--- config.mk ---
export PLATFORM = sky130hd
export DESIGN_NAME = jtsc_ctrl
export DESIGN_NICKNAME = d
export VERILOG_FILES = /design/src/rtl/jtsc_pkg.sv /design/src/rtl/jtsc_ctrl.sv
export VERILOG_INCLUDE_DIRS = /design/src /design/src/rtl
export SDC_FILE = /design/constraint.sdc
export NUM_CORES = 1
export LEC_CHECK = 0
export BUFFER_PORTS_ARGS = -buffer_cell sky130_fd_sc_hd__clkbuf_2
export CAP_MARGIN = 20
export CORE_UTILIZATION = 54
export DETAILED_ROUTE_END_ITERATION = 7
export PLACE_DENSITY = 0.87
export SLEW_MARGIN = 20
export SYNTH_ARGS = -nofsm -noshare
export SYNTH_HDL_FRONTEND = slang
export SYNTH_SLANG_ARGS = --single-unit
export TNS_END_PERCENT = 1
--- constraint.sdc ---
create_clock -name i_clk -period 3.4 [get_ports i_clk]
set_clock_uncertainty 0.05 [all_clocks]
set_input_delay 0.85 -clock i_clk [delete_from_list [all_inputs] [get_ports i_clk]]
set_output_delay 0.85 -clock i_clk [all_outputs]
set_load 0.02 [all_outputs]
--- src/rtl/json_token_syntax_checker_unit_macros.svh ---
// Assertion macros used by the token syntax checker RTL.
`ifndef JSON_TOKEN_SYNTAX_CHECKER_UNIT_MACROS_SVH
`define JSON_TOKEN_SYNTAX_CHECKER_UNIT_MACROS_SVH

// Check in the same cycle that the condition holds.
`define JTSC_ASSERT_SAME(label, ante, cons) \
    label: assert property (@(posedge i_clk) disable iff (!i_rst_n) (ante) |-> (cons)) \
        else $error("jtsc: same-cycle check failed");

// Check in the cycle that follows the condition.
`define JTSC_ASSERT_NEXT(label, ante, cons) \
    label: assert property (@(posedge i_clk) disable iff (!i_rst_n) (ante) |=> (cons)) \
        else $error("jtsc: next-cycle check failed");

`endif

--- src/rtl/jtsc_pkg.sv ---
// Package of types, codes and constants for the token syntax checker.
`default_nettype none
package jtsc_pkg;

    localparam int MAX_NESTING_DEF = 19;
    localparam int TOKEN_W         = 4;
    localparam int ERR_W           = 3;

    localparam logic [TOKEN_W-1:0] TK_LBRACE   = 4'd0;
    localparam logic [TOKEN_W-1:0] TK_RBRACE   = 4'd1;
    localparam logic [TOKEN_W-1:0] TK_LBRACKET = 4'd2;
    localparam logic [TOKEN_W-1:0] TK_RBRACKET = 4'd3;
    localparam logic [TOKEN_W-1:0] TK_COLON    = 4'd4;
    localparam logic [TOKEN_W-1:0] TK_COMMA    = 4'd5;
    localparam logic [TOKEN_W-1:0] TK_STRING   = 4'd6;
    localparam logic [TOKEN_W-1:0] TK_NULL     = 4'd10;

    typedef enum logic [2:0] {
        PH_ROOT      = 3'd0,
        PH_OBJ_FIRST = 3'd1,
        PH_OBJ_KEY   = 3'd2,
        PH_COLON     = 3'd3,
        PH_VALUE     = 3'd4,
        PH_ARR_FIRST = 3'd5,
        PH_AFTER     = 3'd6
    } t_phase;

    typedef enum logic [ERR_W-1:0] {
        ERR_NONE        = 3'd0,
        ERR_UNEXPECTED  = 3'd1,
        ERR_DEEP        = 3'd2,
        ERR_TRAILING    = 3'd3,
        ERR_EXTRA       = 3'd4,
        ERR_SCALAR_ROOT = 3'd5,
        ERR_INCOMPLETE  = 3'd6
    } t_err;

    typedef struct packed {
        logic push;
        logic pop;
        logic kind;
        logic clear;
    } t_stack_op;

    typedef struct packed {
        logic top;
        logic level_zero;
        logic level_one;
        logic full;
    } t_stack_stat;

    typedef struct packed {
        logic             ok_so_far;
        logic [ERR_W-1:0] error_code;
        logic             done_res;
        logic             valid_res;
    } t_result;

endpackage
`default_nettype wire

--- src/rtl/jtsc_ctrl.sv ---
// Grammar phase machine, error latch and status, one token per i_step.
`default_nettype none
module jtsc_ctrl
    import jtsc_pkg::*;
(
    input  wire                i_clk,
    input  wire                i_rst_n,
    input  wire                i_step,
    input  wire  [TOKEN_W-1:0] i_token,
    input  wire                i_last,
    input  wire t_stack_stat   i_stat,
    output t_stack_op          o_op,
    output t_result            o_res
);

    `include "json_token_syntax_checker_unit_macros.svh"

    t_phase r_phase;
    t_phase n_phase;
    t_err   r_err;
    t_err   n_err;

    logic   is_scalar;
    logic   is_open;
    logic   close_ok;
    t_err   v_err;
    t_phase v_phase;
    logic   v_push;
    t_err   c_err;
    t_phase c_phase;
    t_err   a_err;
    t_phase a_phase;
    logic   a_push;
    logic   a_pop;
    t_err   cur_err;
    t_phase cur_phase;
    logic   zero_after;
    t_err   code;

    always_ff @(posedge i_clk) begin
        if (!i_rst_n) begin
            r_phase <= PH_ROOT;
            r_err   <= ERR_NONE;
        end else begin
            r_phase <= n_phase;
            r_err   <= n_err;
        end
    end

    always_comb begin
        is_scalar = (i_token >= TK_STRING) && (i_token <= TK_NULL);
        is_open   = (i_token == TK_LBRACE) || (i_token == TK_LBRACKET);
        close_ok  = !i_stat.level_zero &&
                    (i_token == (i_stat.top ? TK_RBRACKET : TK_RBRACE));

        // take a value: scalar, or open a container
        v_err   = ERR_NONE;
        v_phase = r_phase;
        v_push  = 1'b0;
        if (is_scalar) begin
            v_phase = PH_AFTER;
        end else if (is_open) begin
            if (i_stat.full) begin
                v_err = ERR_DEEP;
            end else begin
                v_push  = 1'b1;
                v_phase = (i_token == TK_LBRACKET) ? PH_ARR_FIRST : PH_OBJ_FIRST;
            end
        end else begin
            v_err = ERR_UNEXPECTED;
        end

        // close the innermost container
        c_err   = close_ok ? ERR_NONE : ERR_UNEXPECTED;
        c_phase = close_ok ? PH_AFTER : r_phase;

        a_err   = ERR_NONE;
        a_phase = r_phase;
        a_push  = 1'b0;
        a_pop   = 1'b0;
        unique case (r_phase)
            PH_ROOT: begin
                if (is_scalar) begin
                    a_err = ERR_SCALAR_ROOT;
                end else begin
                    a_err   = v_err;
                    a_phase = v_phase;
                    a_push  = v_push;
                end
            end
            PH_OBJ_FIRST: begin
                if (i_token == TK_RBRACE) begin
                    a_err   = c_err;
                    a_phase = c_phase;
                    a_pop   = close_ok;
                end else if (i_token == TK_STRING) begin
                    a_phase = PH_COLON;
                end else begin
                    a_err = ERR_UNEXPECTED;
                end
            end
            PH_OBJ_KEY: begin
                if (i_token == TK_RBRACE) begin
                    a_err = ERR_TRAILING;
                end else if (i_token == TK_STRING) begin
                    a_phase = PH_COLON;
                end else begin
                    a_err = ERR_UNEXPECTED;
                end
            end
            PH_COLON: begin
                if (i_token == TK_COLON) begin
                    a_phase = PH_VALUE;
                end else begin
                    a_err = ERR_UNEXPECTED;
                end
            end
            PH_VALUE: begin
                if (i_token == TK_RBRACKET && i_stat.top && !i_stat.level_zero) begin
                    a_err = ERR_TRAILING;
                end else begin
                    a_err   = v_err;
                    a_phase = v_phase;
                    a_push  = v_push;
                end
            end
            PH_ARR_FIRST: begin
                if (i_token == TK_RBRACKET) begin
                    a_err   = c_err;
                    a_phase = c_phase;
                    a_pop   = close_ok;
                end else begin
                    a_err   = v_err;
                    a_phase = v_phase;
                    a_push  = v_push;
                end
            end
            PH_AFTER: begin
                if (i_stat.level_zero) begin
                    a_err = ERR_EXTRA;
                end else if (i_token == TK_COMMA) begin
                    a_phase = i_stat.top ? PH_VALUE : PH_OBJ_KEY;
                end else begin
                    a_err   = c_err;
                    a_phase = c_phase;
                    a_pop   = close_ok;
                end
            end
            default: begin
                a_err = ERR_UNEXPECTED;
            end
        endcase

        // hold everything once an error is latched
        if (r_err != ERR_NONE) begin
            cur_err   = r_err;
            cur_phase = r_phase;
            a_push    = 1'b0;
            a_pop     = 1'b0;
        end else begin
            cur_err   = a_err;
            cur_phase = a_phase;
        end

        zero_after = (i_stat.level_zero && !a_push) || (i_stat.level_one && a_pop);
        code       = cur_err;
        if (i_last && cur_err == ERR_NONE && !(cur_phase == PH_AFTER && zero_after)) begin
            code = ERR_INCOMPLETE;
        end

        o_res.ok_so_far  = (code == ERR_NONE);
        o_res.error_code = code;
        o_res.done_res   = i_last;
        o_res.valid_res  = i_last && (code == ERR_NONE);

        o_op.push  = i_step && a_push;
        o_op.pop   = i_step && a_pop;
        o_op.kind  = (i_token == TK_LBRACKET);
        o_op.clear = i_step && i_last;

        n_phase = r_phase;
        n_err   = r_err;
        if (i_step) begin
            if (i_last) begin
                n_phase = PH_ROOT;
                n_err   = ERR_NONE;
            end else begin
                n_phase = cur_phase;
                n_err   = cur_err;
            end
        end
    end

    `JTSC_ASSERT_NEXT(a_err_hold, i_step && !i_last && r_err != ERR_NONE,
                      r_err == $past(r_err) && r_phase == $past(r_phase))
    `JTSC_ASSERT_NEXT(a_last_resets, i_step && i_last,
                      r_phase == PH_ROOT && r_err == ERR_NONE && i_stat.level_zero)
    `JTSC_ASSERT_SAME(a_root_phase, r_err == ERR_NONE && i_stat.level_zero,
                      r_phase == PH_ROOT || r_phase == PH_AFTER)
    `JTSC_ASSERT_SAME(a_no_push_pop, 1'b1, !(o_op.push && o_op.pop))

endmodule
`default_nettype wire

==> key figures <==
Clock tree
  • CTS tree: done
  • CTS Buf Count: 3
  • Skew-Pair Late Insertion Delay: 0.25 ns
  • CTS clk-pin slew, worst paths: 0.05 ns
  • CTS max path bufs: 2
  • Post-cts hold buffer count: 0
  • CTS sink cnt: 6
  • H-tree Lvls: 1
  • Root Buffer: clkbuf_4

Placement
  • Final Wtd Congestion: 0.974
  • Area after DPL: 0.00137 mm2
  • Worst slack at placement: -0.322 ns
  • Post-DP HPWL: 2730 um
  • Port bufs: 21

Setup path
  • Most common cell on crit path: buf_4
  • Worst R2R Path Depth: 6
  • Crit Path Max Fanout: 8
  • CP Launch Type: input pin
  • CP Capture Type: output port
  • R2R Path Start: r_phase[0]
  • Worst r2r dst: r_err[0]
  • CP peak stage delay: 0.34 ns
  • Critical Path, Cell by Cell: clkbuf_16 -> buf_4 -> buf_4 -> nor3_1 -> nor2b_1 -> nor4_1 -> a2bb2oi_2 -> nor4b_2 -> buf_4
  • Slowest CP cell: nor4b_2
  • Crit path buffers/inverters: 4
  • Worst reg2reg setup slack: 1.16 ns
  • Critical Path RT: 2.50 ns
  • Crit path max-delay family: simple AND/OR/NAND/NOR gates
  • Worst Setup Path Type: input pin to output port
  • Worst Path Arrival: roughly 2.7 ns

Cells and area
  • Layout cells sized above 1: a little over two fifths
  • # nets final: a little over 200
  • Design area: around 0.0015 mm2
  • Fill count: 95
  • Total inserted antenna cells: 0
  • Area Growth Syn to Fin: 45.7%

Logic synthesis
  • Async set-reset flop share out of synthesis: 0%
  • Yosys top cell by area: dfxtp_1
  • Post-synth EDFFs: 0
  • Post-Synthesis Cells: about 140
  • Simple-Gate Fraction of Synth Area: 45.5%
  • Syn Nets: 156
  • Compound-Gate Fraction of Synth Area: 31.3%
  • Top-area cell type share of the netlist area: 11.3%
  • Post-Synth XOR/XNOR Area: under 10%
  • Synth Register Bits: 6
  • Synth cell types: 55
  • Mapped cell area: 0.00106 mm2
  • Adder-Cell Fraction of Synth Area: 0%
  • Largest cells by area after synthesis: dfxtp_1 (11%), nor2_1 (5.0%), a21oi_1 (4.7%)
  • Fraction of synthesized area in multiplexers: 1.06%
  • Ys flop type: dfxtp_1
  • Post-synthesis sequential area ratio: 11.3%
  • Synth Area per Inst: 7.36 um2
  • Ys Warns: 0
  • Largest family of logic cells by synthesized area: simple AND/OR/NAND/NOR gates

Hold path
  • Worst Min Path Start: r_err[0]
  • Worst min path class: flop to flop
  • Worst Hold End: r_err[0]
  • Hold path cells: 1

Timing
  • Max-slew headroom: 51.7%
  • Crit path time final: 3.61 ns
  • Setup TNS: -0.814 ns
  • Slew Limit Fails: 0
  • Final setup viols: 5
  • FMAX: roughly 280 MHz
  • Period utilisation layout: 106%
  • Final setup margin: -0.212 ns
  • Least-Margin Pin Slew: 0.717 ns
  • RSZ-0062 raised after global routing: true
  • Hold Vio Cnt, Final: 0

Route
  • Iter 0 DRT Violations: 81
  • Final WL: just under 4000 um
  • Via count: 1,436
  • # DRC: 0
  • Antenna-violating nets left: 0
  • Wire per inst: 17.9 um
  • First-pass iteration count of the detailed router: 6
  • Via density: 6.68

Global routing
  • GR Overflow Total: 0
  • Largest net degree at the start of global routing: 20
  • First-pass GRT wire length: 5750 um
  • Overall Global Routing Usage: 37.8%
  • Antenna violations before repair: 0
  • Vias in the first global route: 1,291

Power and ir drop
  • Worst VDD drop: 287 uV
  • P_leak: 0.652 nW
  • Power Density: 208 mW/mm2
  • Overall Power: 321 uW

Outcome
  • Violated checks: negative setup slack
  • Status: finished with violations

Die
  • Core Box Area: 0.00178 mm2
  • Die X: 46.3 um
  • Ports: 22
  • Initial Util: 59.4%
  • Die area: 0.00214 mm2
  • Die height: 46.3 um
  • Std-Cell Rows: 15

Flow run
  • Number of max-cap violations: 0
## worst register-to-register path: stages (launching register included)
cell and delay (ns):
dfxtp_1 0.76, inv_1 0.19, a211o_1 0.31, a211oi_1 0.25
nor2_1 0.10, a2bb2oi_2 0.33, o211a_1 0.20
## through the flow
| stage | hold WS, ns | std cells | util, % |
|---|---|---|---|
| global placement | 0.550 | 210 | 76.6 |
| CTS | 0.575 | 214 | 83.7 |
| detailed placement | 0.572 | 210 | 76.6 |
| finish | 0.579 | 215 | 86.6 |
| floorplan | 0.509 | 144 | - |
| global route | 0.610 | 215 | 86.6 |
## worst max-delay path by stage
| stage | slack [ns] | to | depth (start not counted) | from |
|---|---|---|---|---|
| after floorplan | -0.09 | o_res[3] | 7 | i_token[2] |
| final | -0.21 | o_res[5] | 9 | i_token[3] |
| after global routing | -0.27 | o_res[5] | 8 | i_token[0] |
| after detailed placement | -0.32 | o_res[0] | 8 | i_token[0] |
| after CTS | -0.21 | o_res[0] | 8 | i_token[3] |
| after global placement | -0.26 | o_res[0] | 9 | i_token[3] |
## per-layer routing
layer	GRT usage, %	share of wire, %	up-vias	wire (um)
met5	0	0	-	0
met4	14.1	2.8	0	108
met1	43.7	37	653	1440
met3	12.2	10	14	392
met2	63.9	49	112	1910
li1	-	-	657	-
## registers in the layout, summed over array words and instances, names as in the netlist
| signal | flops |
|---|---|
| r_phase | 3 |
| r_err | 3 |
## cells in the mapped netlist, types with 2 or more instances
cell type  number
nand2b_1        3
o31ai_1         5
nor4b_2         2
nand3_1         5
buf_2           3
nor4b_4         2
nor2_1         14
and3_1          2
o21bai_1        2
nor2b_1         7
nor3_1          7
a21oi_1        10
nor4_1          5
a211oi_1        5
dfxtp_1         6
inv_1           5
buf_6           2
buf_4           3
o2111a_1        2
xnor2_1         2
clkbuf_1        4
a22oi_1         2
nand2_1         5
o21ai_0         4
and2_1          2
nand4_1         4
nor3b_1         3
## layout make-up
class / count / area, um2 / share of cell area (%)
clock buffer: 3 / 22.5 / 1.46
inverter: 5 / 18.8 / 1.22
multi-input combinational: 120 / 923 / 59.8
sequential: 6 / 120 / 7.78
tap: 25 / 31.3 / 2.03
timing repair buffer: 56 / 428 / 27.7
## kinds of logic (layout without fill, tap and decap cells)
| logic type | after synthesis | in the layout |
|---|---|---|
| simple gates | 72 | 72 |
| compound gates | 45 | 45 |
| buf+inv | 18 | 64 |
| flops | 6 | 6 |
| xor+xnor | 2 | 2 |
| mux | 1 | 1 |
## timing repair
item | 4_1_cts | 5_1_grt
buffers inserted | 1 | 1
resized for setup | 19 | 16
pin swaps | 5 | 11
endpoints found under the setup margin | 5 | 5
## power breakdown
part,total [mW],leakage (nW),switching [mW],internal (mW)
registers,0.0812,0.0488,0.00772,0.0735
logic,0.173,0.590,0.0931,0.0795
clock network,0.0668,0.0138,0.0268,0.0400
## placed cells by master, fill, tap and decap left out, types with 5 or more instances in the layout
cell type | synthesis | final
inv_1 | 5 | 5
buf_4 | 3 | 36
dfxtp_1 | 6 | 6
nand2_1 | 5 | 5
nor3_1 | 7 | 6
a21oi_1 | 10 | 10
o31ai_1 | 5 | 5
nor2_1 | 14 | 13
nor4_1 | 5 | 5
nor2b_1 | 7 | 7
clkbuf_2 | 0 | 13
(Power assumes the default switching activity.)
