### src/rtl/json_token_syntax_checker_unit_macros.svh
// Assertion macros used by the token syntax checker RTL.
`ifndef JSON_TOKEN_SYNTAX_CHECKER_UNIT_MACROS_SVH
`define JSON_TOKEN_SYNTAX_CHECKER_UNIT_MACROS_SVH

// Check in the same cycle that the condition holds.
`define JTSC_ASSERT_SAME(label, ante, cons) \
    label: assert property (@(posedge i_clk) disable iff (!i_rst_n) (ante) |-> (cons)) \
        else $error("jtsc: same-cycle check failed");

// Check in the cycle that follows the condition.
`define JTSC_ASSERT_NEXT(label, ante, cons) \
    label: assert property (@(posedge i_clk) disable iff (!i_rst_n) (ante) |=> (cons)) \
        else $error("jtsc: next-cycle check failed");

`endif

### src/rtl/jtsc_pkg.sv
// Package of types, codes and constants for the token syntax checker.
`default_nettype none
package jtsc_pkg;

    localparam int MAX_NESTING_DEF = 19;
    localparam int TOKEN_W         = 4;
    localparam int ERR_W           = 3;

    localparam logic [TOKEN_W-1:0] TK_LBRACE   = 4'd0;
    localparam logic [TOKEN_W-1:0] TK_RBRACE   = 4'd1;
    localparam logic [TOKEN_W-1:0] TK_LBRACKET = 4'd2;
    localparam logic [TOKEN_W-1:0] TK_RBRACKET = 4'd3;
    localparam logic [TOKEN_W-1:0] TK_COLON    = 4'd4;
    localparam logic [TOKEN_W-1:0] TK_COMMA    = 4'd5;
    localparam logic [TOKEN_W-1:0] TK_STRING   = 4'd6;
    localparam logic [TOKEN_W-1:0] TK_NULL     = 4'd10;

    typedef enum logic [2:0] {
        PH_ROOT      = 3'd0,
        PH_OBJ_FIRST = 3'd1,
        PH_OBJ_KEY   = 3'd2,
        PH_COLON     = 3'd3,
        PH_VALUE     = 3'd4,
        PH_ARR_FIRST = 3'd5,
        PH_AFTER     = 3'd6
    } t_phase;

    typedef enum logic [ERR_W-1:0] {
        ERR_NONE        = 3'd0,
        ERR_UNEXPECTED  = 3'd1,
        ERR_DEEP        = 3'd2,
        ERR_TRAILING    = 3'd3,
        ERR_EXTRA       = 3'd4,
        ERR_SCALAR_ROOT = 3'd5,
        ERR_INCOMPLETE  = 3'd6
    } t_err;

    typedef struct packed {
        logic push;
        logic pop;
        logic kind;
        logic clear;
    } t_stack_op;

    typedef struct packed {
        logic top;
        logic level_zero;
        logic level_one;
        logic full;
    } t_stack_stat;

    typedef struct packed {
        logic             ok_so_far;
        logic [ERR_W-1:0] error_code;
        logic             done_res;
        logic             valid_res;
    } t_result;

endpackage
`default_nettype wire

### src/rtl/jtsc_stack.sv
// Shift-register stack of open container kinds with its nesting level.
`default_nettype none
module jtsc_stack
    import jtsc_pkg::*;
#(
    parameter int MAX_NESTING = MAX_NESTING_DEF
) (
    input  wire              i_clk,
    input  wire              i_rst_n,
    input  wire t_stack_op   i_op,
    output t_stack_stat      o_stat
);

    localparam int LVL_W = $clog2(MAX_NESTING + 1);

    logic [MAX_NESTING-1:0] r_kind;
    logic [MAX_NESTING-1:0] n_kind;
    logic [LVL_W-1:0]       r_level;
    logic [LVL_W-1:0]       n_level;

    always_comb begin
        n_kind  = r_kind;
        n_level = r_level;
        if (i_op.clear) begin
            n_level = '0;
        end else if (i_op.push) begin
            n_kind[0] = i_op.kind;
            for (int i = 1; i < MAX_NESTING; i++) begin
                n_kind[i] = r_kind[i-1];
            end
            n_level = r_level + LVL_W'(1);
        end else if (i_op.pop) begin
            for (int i = 0; i < MAX_NESTING - 1; i++) begin
                n_kind[i] = r_kind[i+1];
            end
            n_level = r_level - LVL_W'(1);
        end
    end

    always_ff @(posedge i_clk) begin
        r_kind <= n_kind;
    end

    always_ff @(posedge i_clk) begin
        if (!i_rst_n) begin
            r_level <= '0;
        end else begin
            r_level <= n_level;
        end
    end

    assign o_stat.top        = r_kind[0];
    assign o_stat.level_zero = (r_level == '0);
    assign o_stat.level_one  = (r_level == LVL_W'(1));
    assign o_stat.full       = (r_level >= LVL_W'(MAX_NESTING));

endmodule
`default_nettype wire

### config.mk
export PLATFORM = sky130hd
export DESIGN_NAME = jtsc_stack
export DESIGN_NICKNAME = d
export VERILOG_FILES = /design/src/rtl/json_token_syntax_checker_unit_macros.svh /design/src/rtl/jtsc_pkg.sv /design/src/rtl/jtsc_stack.sv
export SDC_FILE = /design/constraint.sdc
export NUM_CORES = 1
export LEC_CHECK = 0
export BUFFER_PORTS_ARGS = -buffer_cell sky130_fd_sc_hd__buf_2
export CAP_MARGIN = 20
export CORE_UTILIZATION = 51
export CTS_CLUSTER_SIZE = 8
export DETAILED_ROUTE_END_ITERATION = 10
export GPL_ROUTABILITY_DRIVEN = 0
export PLACE_DENSITY = 0.78
export SYNTH_ARGS = -nofsm -noshare
export SYNTH_HDL_FRONTEND = slang
export SYNTH_SLANG_ARGS = --single-unit
### constraint.sdc
create_clock -name i_clk -period 1.6 [get_ports i_clk]
set_input_delay 0.32 -clock i_clk [delete_from_list [all_inputs] [get_ports i_clk]]
set_output_delay 0.32 -clock i_clk [all_outputs]
set_load 0.01 [all_outputs]
==> metrics.txt, run 1 <==
clock buffer depth 2; initial core utilization 0.564; layout cell share with drive strength beyond 1 0.474; worst hold margin 0.292 ns; sequential area share after synthesis 0.576; Worst-path clk slew 0.13 ns; port bufs 9; Post-Route WL between 1.5 and 2 mm; final setup fails 1; Clock Latency Late Sink approximately 0.31 ns; CTS buffer count 3; first-pass GRT wire length 2.86 mm; vias post-DR 680; Worst Max-Slew Pin Slew 0.331 ns; routed length per instance approximately 14 um; post-synthesis net count 94; die area 2480 um^2; VDD IR max 0.628 mV; Slew Limit Fails 0; Cell Rows 16; critical path arrival 1.28 ns; Core ar. 2060 um^2; worst hold path class input port to flop; FILL cells 149; die width 49.8 um; Synth Warn # 0; violated checks negative setup slack; DP Wirelength 1.22 mm; total power 1.22 mW; commonest non-fill, non-tap cells in the layout 19 x edfxtp_1, 18 x mux2_2, 8 x buf_2; Max-Cap Viols 0; antenna violations before repair 0; final hold vios 0; mapped cell area 1160 um^2; Max H-tree Level 1; P_leak 0.483 nW; RSZ-0062 raised after global routing yes; post-synthesis cell count 84; Clk Tree Root Cell clkbuf_4; Slew headroom 0.779; utilization after layout 0.655; Final #Nets around 110; Remaining Overflow, GRT 0; FMAX between 600 and 700 MHz; Yosys cell types 26; Startpoint Class flop; Crit path required time 1.28 ns; drc violations 0; Pre-Repair DR Iteration Count 4; Area Growth Syn to Fin 16.1%; Setup WS post-layout -0.000457 ns; fin crit share 1.00; setup TNS -0.000457 ns; Die Y 49.8 um; Worst Setup End Kind output port; number of DRC markers in iteration 0 6; Post-DRT Antenna Nets 0; Power Dens Cells 902 nW/um^2; clock sinks 24; GRT Total Usage 0.160; post-place setup slack 0.213 ns; leading cell type in the layout, fill and taps excluded edfxtp_1; # IOs 10; syn_area_per_cell 13.9 um^2; Via-to-Cell Ratio 5.48; min Tclk post-route around 1.6 ns; status finished with violations; number of global-route vias before repair between 600 and 700; Worst Clk Skew 0.00624 ns; #FFs+latches synth 24; crit-path max FO 6; n_diodes 0; register area 679 um^2; crit path kind flop to output port; pin count of the biggest net entering global routing 19; area of the multi-input gates 500 um^2; CTS tree built
==> critical path, cell delays in order (launching register included) <==
cell	delay (ns)
dfxtp_4	0.42
inv_1	0.08
ha_1	0.21
and2_1	0.13
buf_2	0.13
==> layer usage <==
metal | routed length, um | share of wire | track usage
met1 | 823 | 0.46 | 0.201
met2 | 917 | 0.51 | 0.268
met3 | 46 | 0.026 | 0.0556
met4 | 0 | 0 | 0.0286
met5 | 0 | 0 | 0
==> registers in the layout, summed over array words and instances, names as in the netlist <==
signal / flops
r_kind: 19
r_level: 5
==> logic make-up after synthesis <==
| logic type | Yosys count | share of synthesized area |
|---|---|---|
| adders and majority gates | 4 | 0.0430 |
| muxes | 20 | 0.191 |
| xor gates and xnor gates | 1 | 0.00753 |
| AOI/OAI and AO/OA | 7 | 0.0441 |
| DFF | 24 | 0.576 |
| buffers and inverters | 6 | 0.0312 |
| and+or+nand+nor | 22 | 0.106 |
==> cells in the mapped netlist <==
master     count  share of area
a2111oi_0      1         0.0075
a211o_1        1         0.0075
a21o_1         1         0.0065
a21oi_1        2         0.0086
and2_1         2          0.011
buf_2          2         0.0086
buf_4          1         0.0065
buf_6          1         0.0097
dfxtp_1        5          0.086
edfxtp_1      19           0.49
ha_1           4          0.043
inv_1          2         0.0065
mux2_2        18           0.17
mux2i_1        2          0.017
nand2_1        4          0.013
nand2b_1       3          0.016
nand3_1        1         0.0043
nand3b_1       1         0.0065
nand4_1        2          0.011
nor2_1         4          0.013
nor2b_1        3          0.016
nor3_1         1         0.0043
o21ai_2        1         0.0075
o31ai_1        1         0.0065
or4b_4         1          0.012
xnor2_1        1         0.0075
==> area by class of cell <==
cell class	instances	share of cell area
timing repair buffer	13	0.0694
inverter	2	0.00556
clock buffer	4	0.0269
multi-input combinational	54	0.370
sequential	24	0.503
tap	27	0.0250
==> through the flow <==
step,instances,area [um^2]
2_1_floorplan,84,1170
3_3_place_gp,119,1250
3_5_place_dp,119,1250
4_1_cts,124,1320
5_1_grt,124,1350
6_report,124,1350
==> worst paths after layout <==
kind | from | to | slack [ns] | depth (start not counted)
setup / recovery | r_level[0] | o_stat[2] | -0.0005 | 4
hold / removal | i_op[3] | r_level[1] | 0.29 | 3
setup reg to reg | r_level[0] | r_level[3] | 0.14 | 4
hold reg to reg | r_kind[17] | r_kind[18] | 0.49 | 0
==> where the power goes <==
part           switching, mW  total (mW)  internal [mW]
combinational         0.0657       0.154         0.0884
sequential            0.0292       0.751          0.722
clock                  0.174       0.313          0.139
total                  0.269        1.22          0.949
==> what timing repair did <==
item | in CTS | in global routing
hold buffers | 0 | 0
resized for setup | 7 | 7
setup buffers | 1 | 0
endpoints found under the hold margin | 0 | 0
pin swaps | 0 | 0
setup endpoints to repair | 3 | 3
Note: power is estimated with default switching activity, not from simulation.
==> run 2: changes to the inputs <==
--- a/config.mk
+++ b/config.mk
@@ -12,6 +12,7 @@
 export DETAILED_ROUTE_END_ITERATION = 10
 export GPL_ROUTABILITY_DRIVEN = 0
 export PLACE_DENSITY = 0.78
+export REMOVE_ABC_BUFFERS = 1
 export SYNTH_ARGS = -nofsm -noshare
 export SYNTH_HDL_FRONTEND = slang
 export SYNTH_SLANG_ARGS = --single-unit
==> run 2 against run 1 <==
The flow still finishes with violations (negative setup slack). Worst setup slack worse by 0.0040 ns. Sequential power is essentially flat. Register-to-register slack better by 0.07 ns. Global-route usage grew 1.6 points. Fmax is 0.25% lower. First-iteration DRC count increased by 100%. Clock skew up 0.0051 ns. Critical path type unchanged. Highest routed layer is now met4.
==> metrics.txt, run 2 (synthesized netlist as in run 1, its figures left out) <==
Slew headroom 0.772 (was 0.779); number of global-route vias before repair 677 (was 613); port bufs 9 (unchanged); Remaining Overflow, GRT 0 (unchanged); layer with the highest usage met2 (unchanged); vias post-DR 694 (was 680); violated checks negative setup slack (unchanged); routing usage on met2 0.286 (was 0.268); final instance area 1340 um^2 (was 1350 um^2); Post-Route WL 1.90 mm (was 1.79 mm); RSZ-0062 raised after global routing yes (unchanged); die area 2480 um^2 (unchanged); CTS tree built (unchanged); Crit path required time 1.28 ns (about the same); n_diodes 0 (unchanged); placed insts 119 (unchanged); Most flops, register r_kind (unchanged); Core ar. 2060 um^2 (unchanged); Max H-tree Level 1 (unchanged); Worst Setup End Kind output port (unchanged); status finished with violations (unchanged); FMAX 623 MHz (was 625 MHz); VDD IR max 0.502 mV (was 0.628 mV); GRT Total Usage 0.176 (was 0.160); Post-DP Area 1240 um^2 (was 1250 um^2); Slew Limit Fails 0 (unchanged); # IOs 10 (unchanged); first-pass GRT wire length 3.15 mm (was 2.86 mm); Post-CTS Hold Fix Bufs 0 (unchanged); Die Y 49.8 um (unchanged); P_leak 0.483 nW (about the same); initial core utilization 0.564 (unchanged); crit-path max FO 6 (unchanged); Post-DRT Antenna Nets 0 (unchanged); Clock Latency Late Sink 0.31 ns (about the same); crit path kind flop to output port (unchanged); DP Wirelength 1.35 mm (was 1.22 mm); fin crit share 1.00 (about the same); number of DRC markers in iteration 0 12 (was 6); Power Dens Cells 948 nW/um^2 (was 902 nW/um^2); Clk Tree Root Cell clkbuf_4 (unchanged); Setup WS post-layout -0.00449 ns (was -0.000457 ns); Worst-path clk slew 0.14 ns (was 0.13 ns); worst hold margin 0.311 ns (was 0.292 ns); routed length per instance 15.3 um (was 14.4 um); die width 49.8 um (unchanged); utilization after layout 0.648 (was 0.655); pin count of the biggest net entering global routing 19 (unchanged); critical path arrival 1.28 ns (about the same); Worst Max-Slew Pin Slew 0.339 ns (was 0.331 ns); Max-Cap Viols 0 (unchanged); GR Util met3 0.0309 (was 0.0556); clock buffer depth 2 (unchanged); GRT met1 Usage 0.226 (was 0.201); leading cell type in the layout, fill and taps excluded edfxtp_1 (unchanged); Final #Nets 108 (unchanged); layout cell share with drive strength beyond 1 0.454 (was 0.474); drc violations 0 (unchanged); Worst Clk Skew 0.0114 ns (was 0.00624 ns); min Tclk post-route 1.60 ns (about the same); largest registers r_kind: 19 flops, r_level: 5 flops (unchanged); Cell Rows 16 (unchanged); antenna violations before repair 0 (unchanged); Via-to-Cell Ratio 5.60 (was 5.48); Startpoint Class flop (unchanged); CTS buffer count 3 (unchanged); final hold vios 0 (unchanged); worst hold path class input port to flop (unchanged); final setup fails 1 (unchanged); Finished Layout Cells 124 (unchanged); Area Growth Syn to Fin 14.8% (was 16.1%); commonest non-fill, non-tap cells in the layout 19 x edfxtp_1, 18 x mux2_2, 9 x buf_2 (was 19 x edfxtp_1, 18 x mux2_2, 8 x buf_2); Pre-Repair DR Iteration Count 4 (unchanged); number of flip-flops in the largest register 19 (unchanged); clock sinks 24 (unchanged)
## run 2: cell counts in the layout (fill, tap and decap cells not counted)
Identical to the previous run, type by type.
## run 2: report_power, final
group	internal (mW)	leakage, nW	switching [mW]	total (mW)
logic	0.0805	0.232	0.0673	0.148
registers	0.722	0.225	0.0297	0.752
clock network	0.191	0.0261	0.177	0.368
total	0.993	0.483	0.274	1.27
## run 2: final cells by class
class	instances	area (um^2)
multi-input cells	54	493
flip-flops and latches	24	679
well taps	27	33.8
repair buffers	13	75.1
inverters	2	7.51
clock buffers	4	47.5
fillers	153	726
## run 2: repair_timing
item	CTS	global route
resized for setup	7	5
pin swaps	0	0
setup endpoints to repair	3	3
endpoints found under the hold margin	0	0
buffers inserted	1	0
## run 2: metal layers
layer  vias up  routed length, um  share of wire
met2         6                986           0.52
li1        335                  -              -
met1       351                855           0.45
met4         0                 21          0.011
met3         2                 37          0.019
met5         -                  0              0
## run 2: stage by stage
stage	total power, mW	setup slack (ns)	TNS (ns)
6_report	1.27	-0.00449	-0.00449
5_1_grt	1.32	-0.0697	-0.188
4_1_cts	1.27	-0.0286	-0.0286
3_5_place_dp	0.903	0.187	0
3_3_place_gp	0.892	0.215	0
2_1_floorplan	0.846	0.0561	0
## run 2: critical path: stages, from the launching register on
cell     delay, ns
dfxtp_4       0.41
buf_4         0.14
ha_1          0.17
and2_1        0.12
buf_2         0.13
## run 2: path summary, 6_finish.rpt
check / to / depth (start not counted) / slack [ns] / startpoint
worst max-delay path: o_stat[1] / 4 / -0.004 / r_level[0]
worst min-delay path: r_level[1] / 3 / 0.31 / i_rst_n
worst max register to register: r_level[4] / 5 / 0.21 / r_level[1]
worst min register to register: r_kind[18] / 0 / 0.48 / r_kind[17]
==> run 3: changes to the inputs <==
--- a/config.mk
+++ b/config.mk
@@ -7,6 +7,7 @@
 export LEC_CHECK = 0
 export BUFFER_PORTS_ARGS = -buffer_cell sky130_fd_sc_hd__buf_2
 export CAP_MARGIN = 20
+export CORE_ASPECT_RATIO = 0.6
 export CORE_UTILIZATION = 51
 export CTS_CLUSTER_SIZE = 8
 export DETAILED_ROUTE_END_ITERATION = 10
==> run 3 against run 2 <==
The flow now finishes without violations. Largest cell class unchanged. Sequential share of layout area shrank 0.47 points. Final area grew 0.56%. Sequential power is essentially flat. Global-route usage grew 0.38 points. Wire length grew 0.89%. Register-to-register slack lost 0.08 ns.
==> metrics.txt, run 3 (synthesized netlist as in run 1, its figures left out) <==
clock sinks 24 (unchanged); VDD IR max 0.670 mV (was 0.502 mV); Crit path required time 1.28 ns (about the same); drc violations 0 (unchanged); CP top delay family flip-flops (unchanged); layout cell share with drive strength beyond 1 0.433 (was 0.454); Critical Path Max Stage Delay 0.43 ns (was 0.41 ns); crit path kind flop to output port (unchanged); # IOs 10 (unchanged); Remaining Overflow, GRT 0 (unchanged); Max H-tree Level 1 (unchanged); final setup fails 0 (was 1); die width 63.7 um (was 49.8 um); FMAX 640 MHz (was 623 MHz); Power Dens Cells 1060 nW/um^2 (was 948 nW/um^2); worst hold path class input port to flop (unchanged); Via-to-Cell Ratio 5.50 (was 5.60); n_diodes 0 (unchanged); number of flip-flops in the largest register 19 (unchanged); Slew Limit Fails 0 (unchanged); total power 1.42 mW (was 1.27 mW); number of global-route vias before repair 647 (was 677); post-place setup slack 0.181 ns (was 0.187 ns); die area 2480 um^2 (about the same); fin crit share 0.977 (was 1.00); CP max-delay cell dfxtp_2 (was dfxtp_4); Max-Cap Viols 0 (unchanged); DP Wirelength 1.35 mm (about the same); antenna violations before repair 0 (unchanged); Die Y 39 um (was 49.8 um); Pre-Repair DR Iteration Count 4 (unchanged); port bufs 9 (unchanged); commonest non-fill, non-tap cells in the layout 19 x edfxtp_1, 18 x mux2_2, 9 x buf_2 (unchanged); final hold vios 0 (unchanged); routed length per instance 15.3 um (about the same); utilization after layout 0.673 (was 0.648); crit-path max FO 7 (was 6); P_leak 0.491 nW (was 0.483 nW); Final #Nets 108 (unchanged); first-pass GRT wire length 3.14 mm (was 3.15 mm); critical path arrival 1.24 ns (was 1.28 ns); number of DRC markers in iteration 0 68 (was 12); Clk Tree Root Cell clkbuf_8 (was clkbuf_4); leading cell type in the layout, fill and taps excluded edfxtp_1 (unchanged); clock buffer depth 2 (unchanged); Setup WS post-layout 0.0366 ns (was -0.00449 ns); crit path buf inv count 2 (unchanged); Post-DRT Antenna Nets 0 (unchanged); Most flops, register r_kind (unchanged); Startpoint Class flop (unchanged); Core ar. 2000 um^2 (was 2060 um^2); Worst Setup End Kind output port (unchanged); CTS buffer count 3 (unchanged); FILL cells 135 (was 153); largest registers r_kind: 19 flops, r_level: 5 flops (unchanged); Worst-path clk slew 0.08 ns (was 0.14 ns); RSZ-0062 raised after global routing yes (unchanged); Slew headroom 0.797 (was 0.772); initial core utilization 0.583 (was 0.564); Post-Route WL 1.92 mm (was 1.90 mm); pin count of the biggest net entering global routing 19 (unchanged); Worst Max-Slew Pin Slew 0.302 ns (was 0.339 ns); Clock Latency Late Sink 0.26 ns (was 0.31 ns); Cell Rows 12 (was 16); Post-CTS Hold Fix Bufs 0 (unchanged); CTS tree built (unchanged); min Tclk post-route 1.56 ns (was 1.60 ns); final instance area 1340 um^2 (about the same); worst hold margin 0.363 ns (was 0.311 ns); Post-DP Area 1230 um^2 (was 1240 um^2); GRT Total Usage 0.180 (was 0.176); worst path cell trace inv_1 > ha_1 > and2_1 > buf_2 (was buf_4 > ha_1 > and2_1 > buf_2); vias post-DR 688 (was 694); Worst Clk Skew 0.00317 ns (was 0.0114 ns); status completed (was finished with violations); Area Growth Syn to Fin 15.5% (was 14.8%)
[run 3: worst paths after layout]
path | startpoint | endpoint | slack, ns | depth (start not counted)
hold reg to reg | r_kind[17] | r_kind[18] | 0.47 | 0
setup / recovery | r_level[1] | o_stat[2] | 0.04 | 4
setup reg to reg | r_level[0] | r_level[3] | 0.13 | 4
hold / removal | i_op[1] | r_kind[0] | 0.36 | 2
[run 3: repair_timing]
action,4_1_cts,5_1_grt
gates resized for setup,4,4
setup endpoints to repair,2,3
buffers inserted,0,2
cloned,0,0
[run 3: report_power, final]
group | internal, mW | total (mW) | switching [mW]
Sequential | 0.723 | 0.752 | 0.0293
Clock | 0.334 | 0.521 | 0.186
Combinational | 0.0801 | 0.147 | 0.0667
[run 3: layer usage]
metal / share of wire / global-route usage / up-vias / wire length (um)
li1: - / - / 336 / -
met1: 0.52 / 0.250 / 340 / 999
met2: 0.44 / 0.290 / 12 / 843
met3: 0.039 / 0.0529 / 0 / 74
met4: 0 / 0.0170 / 0 / 0
met5: 0 / 0 / - / 0
[run 3: per-stage QoR]
stage | TNS [ns] | instances
after CTS | 0 | 123
final | 0 | 125
after global routing | -0.0191 | 125
after detailed placement | 0 | 119
after floorplan | 0 | 80
after global placement | 0 | 119
[run 3: cell type report]
cell class,count,area [um^2],area share
clock inverter,1,30.0,0.0223
tap,28,35.0,0.0261
clock buffer,3,41.3,0.0307
timing repair buffer,13,75.1,0.0559
sequential,24,677,0.504
multi-input combinational,54,478,0.356
inverter,2,7.51,0.00559
